## config.mk

```make
export PLATFORM = sky130hd
export DESIGN_NAME = midpoint_line_rasterizer_flat
export DESIGN_NICKNAME = d
export VERILOG_FILES = /design/src/design/mlr_pkg.sv /design/src/design/mlr_req_if.sv /design/src/design/mlr_pix_if.sv /design/src/design/mlr_step.sv /design/src/design/midpoint_line_rasterizer.sv /design/src/flat_wrapper.sv
export SDC_FILE = /design/constraint.sdc
export NUM_CORES = 1
export LEC_CHECK = 0
export ABC_AREA = 1
export BUFFER_PORTS_ARGS = -buffer_cell sky130_fd_sc_hd__clkbuf_2
export CORE_UTILIZATION = 68
export CTS_BUF_LIST = sky130_fd_sc_hd__clkbuf_16
export CTS_CLUSTER_DIAMETER = 30
export DETAILED_ROUTE_END_ITERATION = 8
export HOLD_SLACK_MARGIN = 0.02
export PLACE_DENSITY = 0.86
export REMOVE_ABC_BUFFERS = 1
export SLEW_MARGIN = 20
export SYNTH_ARGS = -nofsm -noshare
export SYNTH_HDL_FRONTEND = slang
export SYNTH_HIERARCHICAL = 1
export SYNTH_SLANG_ARGS = --single-unit
```

## constraint.sdc

```tcl
create_clock -name clk -period 10.1 [get_ports clk]
set_input_delay 1.515 -clock clk [delete_from_list [all_inputs] [get_ports clk]]
set_output_delay 1.515 -clock clk [all_outputs]
set_load 0.02 [all_outputs]
```

## src/design/mlr_pkg.sv

```systemverilog
// ----------------------------------------------------------------------------
// mlr_pkg: shared types and helpers for the midpoint line rasterizer
// Holds coordinate and decision widths, request/pixel/state records and
// the opcode codes.
// ----------------------------------------------------------------------------
`default_nettype none

package mlr_pkg;

    localparam int COORD_BITS = 12;
    localparam int COLOR_BITS = 4;
    // Decision needs sign plus headroom for minor - major/2 and its updates
    localparam int DEC_EXT    = 3;
    localparam int DEC_BITS   = COORD_BITS + DEC_EXT;

    localparam logic OP_START = 1'b0;
    localparam logic OP_STEP  = 1'b1;

    typedef logic [COORD_BITS-1:0]      coord_t;
    typedef logic [COLOR_BITS-1:0]      color_t;
    typedef logic signed [DEC_BITS-1:0] dec_t;

    typedef struct packed {
        logic   opcode;
        coord_t start_x;
        coord_t start_y;
        coord_t end_x;
        coord_t end_y;
        color_t pen_color;
    } req_t;

    typedef struct packed {
        coord_t pixel_x;
        coord_t pixel_y;
        color_t pixel_color;
        logic   pixel_valid;
        logic   last_pixel;
    } pixel_t;

    typedef struct packed {
        coord_t cur_x;
        coord_t cur_y;
        coord_t stop_major;
        coord_t abs_major;
        coord_t abs_minor;
        dec_t   decision;
        logic   x_is_major;
        logic   step_x_neg;
        logic   step_y_neg;
        color_t line_color;
        logic   busy;
    } line_state_t;

    function automatic coord_t move_one(coord_t v, logic neg);
        if (neg)
        begin
            return v - COORD_BITS'(1);
        end
        return v + COORD_BITS'(1);
    endfunction

    // Zero-extend a coordinate into the signed decision range
    function automatic dec_t ext_dec(coord_t v);
        return dec_t'({{DEC_EXT{1'b0}}, v});
    endfunction

endpackage

`default_nettype wire

```

## src/design/mlr_req_if.sv

```systemverilog
// ----------------------------------------------------------------------------
// mlr_req_if: request channel of the line rasterizer
// Valid/ready handshake with start and step request fields.
// ----------------------------------------------------------------------------
`default_nettype none

interface mlr_req_if;
    logic            valid;
    logic            ready;
    logic            opcode;
    mlr_pkg::coord_t start_x;
    mlr_pkg::coord_t start_y;
    mlr_pkg::coord_t end_x;
    mlr_pkg::coord_t end_y;
    mlr_pkg::color_t pen_color;

    modport source (
        output valid, opcode, start_x, start_y, end_x, end_y, pen_color,
        input  ready
    );

    modport sink (
        input  valid, opcode, start_x, start_y, end_x, end_y, pen_color,
        output ready
    );
endinterface

`default_nettype wire

```

## src/design/mlr_pix_if.sv

```systemverilog
// ----------------------------------------------------------------------------
// mlr_pix_if: pixel channel of the line rasterizer
// Valid/ready handshake carrying one emitted pixel per request.
// ----------------------------------------------------------------------------
`default_nettype none

interface mlr_pix_if;
    logic            valid;
    logic            ready;
    mlr_pkg::coord_t pixel_x;
    mlr_pkg::coord_t pixel_y;
    mlr_pkg::color_t pixel_color;
    logic            pixel_valid;
    logic            last_pixel;

    modport source (
        output valid, pixel_x, pixel_y, pixel_color, pixel_valid, last_pixel,
        input  ready
    );

    modport sink (
        input  valid, pixel_x, pixel_y, pixel_color, pixel_valid, last_pixel,
        output ready
    );
endinterface

`default_nettype wire

```

## src/design/mlr_step.sv

```systemverilog
// ----------------------------------------------------------------------------
// mlr_step: one rasterizer update
// Computes the next line state and the emitted pixel for one request.
// ----------------------------------------------------------------------------
`default_nettype none

module mlr_step (
    input  mlr_pkg::req_t        req,
    input  mlr_pkg::line_state_t st,
    output mlr_pkg::line_state_t st_next,
    output mlr_pkg::pixel_t      pix
);

    logic            sx_neg;
    logic            sy_neg;
    mlr_pkg::coord_t adx;
    mlr_pkg::coord_t ady;
    logic            xmaj;
    mlr_pkg::coord_t s_major;
    mlr_pkg::coord_t s_minor;
    logic            minor_moves;
    mlr_pkg::coord_t nx;
    mlr_pkg::coord_t ny;
    mlr_pkg::coord_t major_now;

    // Start: octant setup
    assign sx_neg  = req.end_x < req.start_x;
    assign sy_neg  = req.end_y < req.start_y;
    assign adx     = sx_neg ? (req.start_x - req.end_x) : (req.end_x - req.start_x);
    assign ady     = sy_neg ? (req.start_y - req.end_y) : (req.end_y - req.start_y);
    assign xmaj    = ady <= adx;
    assign s_major = xmaj ? adx : ady;
    assign s_minor = xmaj ? ady : adx;

    // Step: advance major, minor follows the decision sign
    assign minor_moves = !st.decision[mlr_pkg::DEC_BITS-1];
    assign nx = (st.x_is_major || minor_moves) ?
                mlr_pkg::move_one(st.cur_x, st.step_x_neg) : st.cur_x;
    assign ny = (!st.x_is_major || minor_moves) ?
                mlr_pkg::move_one(st.cur_y, st.step_y_neg) : st.cur_y;
    assign major_now = st.x_is_major ? nx : ny;

    always_comb
    begin
        st_next = st;
        pix     = '0;
        if (req.opcode == mlr_pkg::OP_START)
        begin
            st_next.step_x_neg = sx_neg;
            st_next.step_y_neg = sy_neg;
            st_next.x_is_major = xmaj;
            st_next.abs_major  = s_major;
            st_next.abs_minor  = s_minor;
            st_next.stop_major = xmaj ? req.end_x : req.end_y;
            st_next.decision   = mlr_pkg::ext_dec(s_minor)
                               - mlr_pkg::ext_dec(s_major >> 1);
            st_next.cur_x      = req.start_x;
            st_next.cur_y      = req.start_y;
            st_next.line_color = req.pen_color;
            st_next.busy       = s_major != '0;
            pix.pixel_x        = req.start_x;
            pix.pixel_y        = req.start_y;
            pix.pixel_color    = req.pen_color;
            pix.pixel_valid    = 1'b1;
            pix.last_pixel     = s_major == '0;
        end
        else if (st.busy)
        begin
            st_next.decision = minor_moves ?
                st.decision + mlr_pkg::ext_dec(st.abs_minor) - mlr_pkg::ext_dec(st.abs_major) :
                st.decision + mlr_pkg::ext_dec(st.abs_minor);
            st_next.cur_x   = nx;
            st_next.cur_y   = ny;
            st_next.busy    = major_now != st.stop_major;
            pix.pixel_x     = nx;
            pix.pixel_y     = ny;
            pix.pixel_color = st.line_color;
            pix.pixel_valid = 1'b1;
            pix.last_pixel  = major_now == st.stop_major;
        end
    end

endmodule

`default_nettype wire

```

## src/design/midpoint_line_rasterizer.sv

```systemverilog
// ----------------------------------------------------------------------------
// midpoint_line_rasterizer: eight-octant midpoint line pixel generator
// Pipeline: an accepted request lands in the input reg, and its pixel is then
// registered in the result reg before it is offered on the pixel channel.
// Throughput: one request per cycle while the pixel sink keeps taking results;
// the decision add/compare sets the path.
// Reset: rst_n low clears handshake valids and line state; block comes up idle.
`default_nettype none

module midpoint_line_rasterizer (
    input  wire          clk,
    input  wire          rst_n,
    mlr_req_if.sink      req,
    mlr_pix_if.source    pix
);

    // Input register: holds one accepted request
    logic                 in_valid_reg;
    mlr_pkg::req_t        in_reg;

    // Line state, updated when the held request advances
    mlr_pkg::line_state_t state_reg;
    mlr_pkg::line_state_t state_next;

    // Result register: holds the pixel until the sink takes it
    logic                 out_valid_reg;
    mlr_pkg::pixel_t      out_reg;
    mlr_pkg::pixel_t      out_next;

    logic                 adv;

    // Advance the held request when the result slot is empty or being drained
    assign adv       = in_valid_reg && (!out_valid_reg || pix.ready);
    // Accept a new request whenever the input slot frees up this cycle
    assign req.ready = !in_valid_reg || adv;

    mlr_step u_step (
        .req     (in_reg),
        .st      (state_reg),
        .st_next (state_next),
        .pix     (out_next)
    );

    // Input stage: control reset, payload captured on accept
    always_ff @(posedge clk or negedge rst_n)
    begin
        if (!rst_n)
        begin
            in_valid_reg <= 1'b0;
        end
        else if (req.ready)
        begin
            in_valid_reg <= req.valid;
        end
    end

    always_ff @(posedge clk)
    begin
        if (req.valid && req.ready)
        begin
            in_reg.opcode    <= req.opcode;
            in_reg.start_x   <= req.start_x;
            in_reg.start_y   <= req.start_y;
            in_reg.end_x     <= req.end_x;
            in_reg.end_y     <= req.end_y;
            in_reg.pen_color <= req.pen_color;
        end
    end

    // Line state: one update per advanced request
    always_ff @(posedge clk or negedge rst_n)
    begin
        if (!rst_n)
        begin
            state_reg <= '0;
        end
        else if (adv)
        begin
            state_reg <= state_next;
        end
    end

    // Result stage: valid drops when taken with nothing new behind it
    always_ff @(posedge clk or negedge rst_n)
    begin
        if (!rst_n)
        begin
            out_valid_reg <= 1'b0;
        end
        else if (adv)
        begin
            out_valid_reg <= 1'b1;
        end
        else if (pix.ready)
        begin
            out_valid_reg <= 1'b0;
        end
    end

    always_ff @(posedge clk)
    begin
        if (adv)
        begin
            out_reg <= out_next;
        end
    end

    assign pix.valid       = out_valid_reg;
    assign pix.pixel_x     = out_reg.pixel_x;
    assign pix.pixel_y     = out_reg.pixel_y;
    assign pix.pixel_color = out_reg.pixel_color;
    assign pix.pixel_valid = out_reg.pixel_valid;
    assign pix.last_pixel  = out_reg.last_pixel;

    // A step with no line running yields an empty result
    a_idle_step_empty: assert property (@(posedge clk) disable iff (!rst_n)
        (adv && in_reg.opcode == mlr_pkg::OP_STEP && !state_reg.busy)
        |=> (out_valid_reg && !out_reg.pixel_valid && !out_reg.last_pixel))
        else $error("idle step produced a pixel");

    // The last flag marks exactly the result that ends the line
    a_last_ends_line: assert property (@(posedge clk) disable iff (!rst_n)
        adv |=> (out_reg.last_pixel == (out_reg.pixel_valid && !state_reg.busy)))
        else $error("last_pixel out of step with line state");

    // Line state only moves when a request advances
    a_state_holds: assert property (@(posedge clk) disable iff (!rst_n)
        !adv |=> $stable(state_reg))
        else $error("line state changed without a request");

    // A stalled result keeps its payload
    a_out_holds: assert property (@(posedge clk) disable iff (!rst_n)
        (out_valid_reg && !pix.ready) |=> (out_valid_reg && $stable(out_reg)))
        else $error("stalled pixel changed");

endmodule

`default_nettype wire

```

## src/flat_wrapper.sv

```systemverilog
// flat-port wrapper written by rule: the top's interface ports become plain ports
module midpoint_line_rasterizer_flat 
  (clk, rst_n, req_valid, req_opcode, req_start_x, req_start_y, req_end_x, req_end_y, req_pen_color, req_ready, pix_valid, pix_pixel_x, pix_pixel_y, pix_pixel_color, pix_pixel_valid, pix_last_pixel, pix_ready);
  mlr_req_if req_i ();
  mlr_pix_if pix_i ();
  input  wire clk;
  input  wire rst_n;
  input wire logic [$bits(req_i.valid)-1:0] req_valid;
  input wire logic [$bits(req_i.opcode)-1:0] req_opcode;
  input wire logic [$bits(req_i.start_x)-1:0] req_start_x;
  input wire logic [$bits(req_i.start_y)-1:0] req_start_y;
  input wire logic [$bits(req_i.end_x)-1:0] req_end_x;
  input wire logic [$bits(req_i.end_y)-1:0] req_end_y;
  input wire logic [$bits(req_i.pen_color)-1:0] req_pen_color;
  output wire logic [$bits(req_i.ready)-1:0] req_ready;
  output wire logic [$bits(pix_i.valid)-1:0] pix_valid;
  output wire logic [$bits(pix_i.pixel_x)-1:0] pix_pixel_x;
  output wire logic [$bits(pix_i.pixel_y)-1:0] pix_pixel_y;
  output wire logic [$bits(pix_i.pixel_color)-1:0] pix_pixel_color;
  output wire logic [$bits(pix_i.pixel_valid)-1:0] pix_pixel_valid;
  output wire logic [$bits(pix_i.last_pixel)-1:0] pix_last_pixel;
  input wire logic [$bits(pix_i.ready)-1:0] pix_ready;
  assign req_i.valid = req_valid;
  assign req_i.opcode = req_opcode;
  assign req_i.start_x = req_start_x;
  assign req_i.start_y = req_start_y;
  assign req_i.end_x = req_end_x;
  assign req_i.end_y = req_end_y;
  assign req_i.pen_color = req_pen_color;
  assign req_ready = req_i.ready;
  assign pix_valid = pix_i.valid;
  assign pix_pixel_x = pix_i.pixel_x;
  assign pix_pixel_y = pix_i.pixel_y;
  assign pix_pixel_color = pix_i.pixel_color;
  assign pix_pixel_valid = pix_i.pixel_valid;
  assign pix_last_pixel = pix_i.last_pixel;
  assign pix_i.ready = pix_ready;
  midpoint_line_rasterizer u_core (.clk(clk), .rst_n(rst_n), .req(req_i), .pix(pix_i));
endmodule
```

### Yosys cells after proc, flatten, opt, wreduce, memory -nomap -nowiden

Index checks and enable logic that the tools add are counted.

* output and inout port bits: 32
* word-level logic and storage cells: 82
* input port bits: 57
* register bits: 168

* bitwise gates (word level): 1
* multiplexer cells: 25
* order comparisons: 3
* eq/ne operators: 3
* add/subtract/negate cells: 11
* reduce and logical (&&, ||, !) cells: 15

Operators with widths (number)
* 12-bit 2-to-1 mux: 12
* 30-bit 2-to-1 mux: 2
* 24-bit 2-to-1 mux: 2
* 12-bit subtractor: 4
* 15-bit 2-to-1 mux: 3
* 12-bit by 1-bit adder with 12-bit output, second input constant: 2
* 12-bit less-than comparator: 2
* 12-bit by 1-bit subtractor with 12-bit output, second input constant: 2
* 15-bit by 13-bit adder with 15-bit output: 1
* 15-bit by 13-bit subtractor with 15-bit output: 1
* 12-bit by 11-bit subtractor with 13-bit output: 1
* 12-bit == test: 1
* 12-bit <= comparator: 1
* 12-bit logical NOT: 1
* 12-bit != test: 1
* 12-bit nonzero test: 1
* 1-bit 2-to-1 mux: 6
* 1-bit logical NOT: 4
* 1-bit logical OR: 4
* 2-bit AND reduction: 2
* 1-bit logical AND: 2
* 2-bit != test, second input constant: 1
* 2-bit nonzero test: 1
* 1-bit NOT: 1

### Logic depth before layout (Yosys ltp)

* depth after elaboration: 8
* mapped depth: 43
* depth with buffers taken out: 40

### Hierarchy

Netlist, hierarchy kept.

By module, submodules not included
* mlr_step: cells an instance 1619, area each 8660.8 um2, times used 1, sequential area each 0.0 um2
* midpoint_line_rasterizer: cells an instance 453, area each 5859.4 um2, times used 1, sequential area each 4619.4 um2

### Worst setup path after synthesis

No wires, ideal clock.

* path kind: reg-to-reg
* start point: register u_core/in_reg[4] (netlist name)
* end point: register u_core/state_reg[22] (netlist name)
* path buffers: 4
* cell stages (with the launch flop): 41
* slack: 5.011 ns
* arrival time: 5.023 ns
* cells stage by stage: edfxtp_1 inv_1 ha_1 inv_1 fa_1 nand3_1 nand2_2 nand3_2 nand3_4 buf_6 nand3b_1 a21oi_1 nor2_1 xor2_1 ha_1 nand2_1 nor2_1 nand2_1 (+5 left out) clkbuf_1 buf_2 nand2_1 o21ai_0 ha_1 inv_1 fa_1 a21oi_1 nand2_1 nand2_1 o21ai_2 nand4_1 nand2_1 nand2_2 nand2_4 o21ai_2 nand3_1 nand2_1

RTL lines
* start: declaration: RTL line midpoint_line_rasterizer.sv:19 `mlr_pkg::req_t in_reg;`
* end signal: assignment: RTL line midpoint_line_rasterizer.sv:79 `state_reg <= state_next;`
* end: declaration: RTL line midpoint_line_rasterizer.sv:22 `mlr_pkg::line_state_t state_reg;`

==> metrics.csv <==
metric,value,unit
slew margin rel.,22.8,%
worst IR drop on VDD,172,µV
Die ar.,0.0219,mm²
routed vias/inst,6.02,
dpl cells,2373,
status,finished clean,
fmax,161,MHz
final setup fails,0,
Syn Inst Count,2072,
CP max FO,22,
Seq pwr share,20.5,%
max cap viols,0,
Comb pwr share,67.7,%
Initial Utilization,69.3,%
H-tree depth,4,
FP Rows,53,
Die Wd,148,µm
"slowest stage delay, CP",630,ps
share of the synthesized area in the top cell type,18.8,%
max FFs per register,83,
Setup Slack @ Placement,4090,ps
clk buf depth,2,
"antenna viol nets, final",0,
Pwr Density,358,mW/mm²
Clock Latency Late Sink,450,ps
"Req. time, crit path",10430,ps
most frequent CP cell,nand2_1,
Synth Register Bits,168,
Root Buffer,clkbuf_16,
RSZ-0062 raised after global routing,false,
initial antenna violation count,0,
final-report hold violation count,0,
number of synthesized flops with an enable pin,83,
async set or reset register ratio after synthesis,50.6,%
Pins Over Slew Limit,0,
Area contributors post-synth,"nand2_1 (19%), edfxtp_1 (17%), dfrtp_1 (15%)",
Unique masters post-synth,53,
final net count,2290,
layout cell share with drive strength beyond 1,11.5,%
worst-margin pin slew,1160,ps
Layout area overhead,7.34,%
CP Class,flip-flop to flip-flop,
final worst setup slack,3900,ps
vias in the first global route,13642,
Tot GR Track Use,40.8,%
core area,0.0210,mm²
sequential fraction of the synthesis area,31.8,%
GRT overflow,0,
endpoint class of the critical path,flip-flop,
Top Ports,89,
post-synth top area cell,nand2_1,
"Clk pin slew, worst setup/hold paths",80,ps
net switching power,3010,µW
mapped cell area,0.0145,mm²
Detail Placement HPWL,32.2,mm
Fin Clk Skew,22.0,ps
clock share of power,11.9,%
fin crit period,6200,ps
switching fraction of total power,53.9,%
post-CTS setup buffer count,0,
DRC errors left,0,
Int Power,2580,µW
Wirelength per Cell,18.4,µm
"Top FF cell, synth",dfrtp_1,
drt total wl,44.3,mm
largest net degree at the start of global routing,85,
CP Launch Type,flip-flop,
CTS tree,built,
fin crit share,61.4,%
Vias,14482,
first-pass GRT wire length,68.8,mm
"Arr. time, crit path",6530,ps
clk sinks,168,
Layout Utilization,74.4,%
setup tns final,0,ps
LEAKAGE,0.00843,µW
CTS buffer count,17,
cts hold-fix bufs,0,
Port Buffers,88,
synth warn,6,
synthesized area per cell,7.01,µm²
drt pass-1 iters,6,
final std cells w/o fill,2405,
CTS resizes,0,
slowest stage cell on the critical path,o21ai_0,
Hold WC Path Type,flip-flop to flip-flop,
chip height,148,µm
antenna fix cells,0,
Placer Congestion,0.965,
First DRT Iteration DRCs,1551,
per-stage QoR:
step	hold WS (ps)	power, µW	cell area [µm²]
floorplan	442	3890	14100
global route	489	6010	15600
global placement	454	4660	15000
detailed placement	458	4780	15000
CTS	475	5480	15600
finish	473	5590	15600
worst max-delay path, delay by kind of cell (launching register included):
kind	cells	cell delay, ps
DFF	1	420
adders and majority gates	4	1170
AOI/OAI and AO/OA	5	1130
xor gates and xnor gates	1	320
and+or+nand+nor	21	2620
buffers and inverters	5	430
per-layer routing:
layer	track usage, %	part of all wire, %	up-vias
li1	-	-	6847
met1	50.6	40	6643
met2	69.0	47	817
met3	5.18	8.2	175
met4	22.8	5.5	0
met5	0	0	-
power by group through the flow:
stage / logic (µW) / clock network, µW / registers [µW]
6_report: 3780 / 663 / 1140
5_1_grt: 4160 / 685 / 1170
4_1_cts: 3680 / 665 / 1140
3_5_place_dp: 3630 / 0 / 1150
3_3_place_gp: 3520 / 0 / 1140
2_1_floorplan: 2750 / 0 / 1140
cell usage after synthesis (all sizes together), types with 2 or more instances:
library cell,count
clkbuf,32
o21bai,9
o22ai,20
dfrtp,85
a21o,25
xor2,37
inv,244
nand4,23
o21a,4
or2,8
fa,9
nor3,6
o31ai,2
edfxtp,83
a31oi,2
a21oi,99
o2111ai,2
o21ai,112
buf,42
nor2,75
ha,107
a21boi,2
a221oi,4
nand3,219
o211ai,8
nand3b,3
nand2,785
mux2i,3
xnor2,10
a22oi,6
cells in the final DEF (no fill, tap or decap), types with 6 or more instances in the layout:
| master | synthesis | routed |
|---|---|---|
| a21o_1 | 25 | 25 |
| fa_1 | 9 | 9 |
| o21bai_1 | 9 | 9 |
| xnor2_1 | 9 | 9 |
| o211ai_1 | 8 | 8 |
| ha_1 | 107 | 107 |
| buf_4 | 7 | 14 |
| dfrtp_1 | 85 | 84 |
| a21oi_1 | 96 | 96 |
| nand2_2 | 50 | 53 |
| or2_2 | 8 | 8 |
| nand3_2 | 7 | 7 |
| o21ai_0 | 105 | 105 |
| inv_2 | 10 | 11 |
| nand4_1 | 23 | 23 |
| nand3_1 | 211 | 211 |
| clkbuf_2 | 1 | 87 |
| o22ai_1 | 20 | 20 |
| clkbuf_16 | 0 | 17 |
| edfxtp_1 | 83 | 83 |
| nand2_4 | 8 | 8 |
| xor2_1 | 37 | 37 |
| nand2_1 | 727 | 724 |
| nor2_2 | 9 | 10 |
| nor2_1 | 62 | 61 |
| inv_1 | 234 | 234 |
| a22oi_1 | 6 | 6 |
path summary, 6_finish.rpt:
kind                                   endpoint            startpoint  slack [ps]  depth (start not counted)
min in group asynchronous  u_core/state_reg[32]                 rst_n        1030                          1
hold reg to reg            u_core/state_reg[38]  u_core/state_reg[38]         470                          2
setup reg to reg           u_core/state_reg[15]      u_core/in_reg[4]        3900                         36
hold / removal             u_core/state_reg[38]  u_core/state_reg[38]         470                          2
setup / recovery           u_core/state_reg[15]      u_core/in_reg[4]        3900                         36
max in group asynchronous  u_core/state_reg[55]                 rst_n        7940                          2
layout make-up:
| cell class | count | area (µm²) |
|---|---|---|
| clock buffers | 17 | 425 |
| clock inverters | 15 | 161 |
| fillers | 1666 | 5370 |
| inverters | 245 | 920 |
| multi-input cells | 1584 | 8570 |
| flip-flops and latches | 168 | 4620 |
| well taps | 275 | 344 |
| repair buffers | 101 | 541 |
cell families (layout without fill, tap and decap cells):
family	Yosys count	after routing	share of synthesized area, %
XOR/XNOR	47	47	2.89
AO/OA/AOI/OAI	298	298	11.9
AND/OR/NAND/NOR	1120	1120	33.5
adder cells (fa/ha/maj)	116	116	10.5
flip-flops	168	168	31.8
buffers and inverters	320	378	9.20
multiplexers	3	3	0.207
Power figures use the tool's default switching activity.
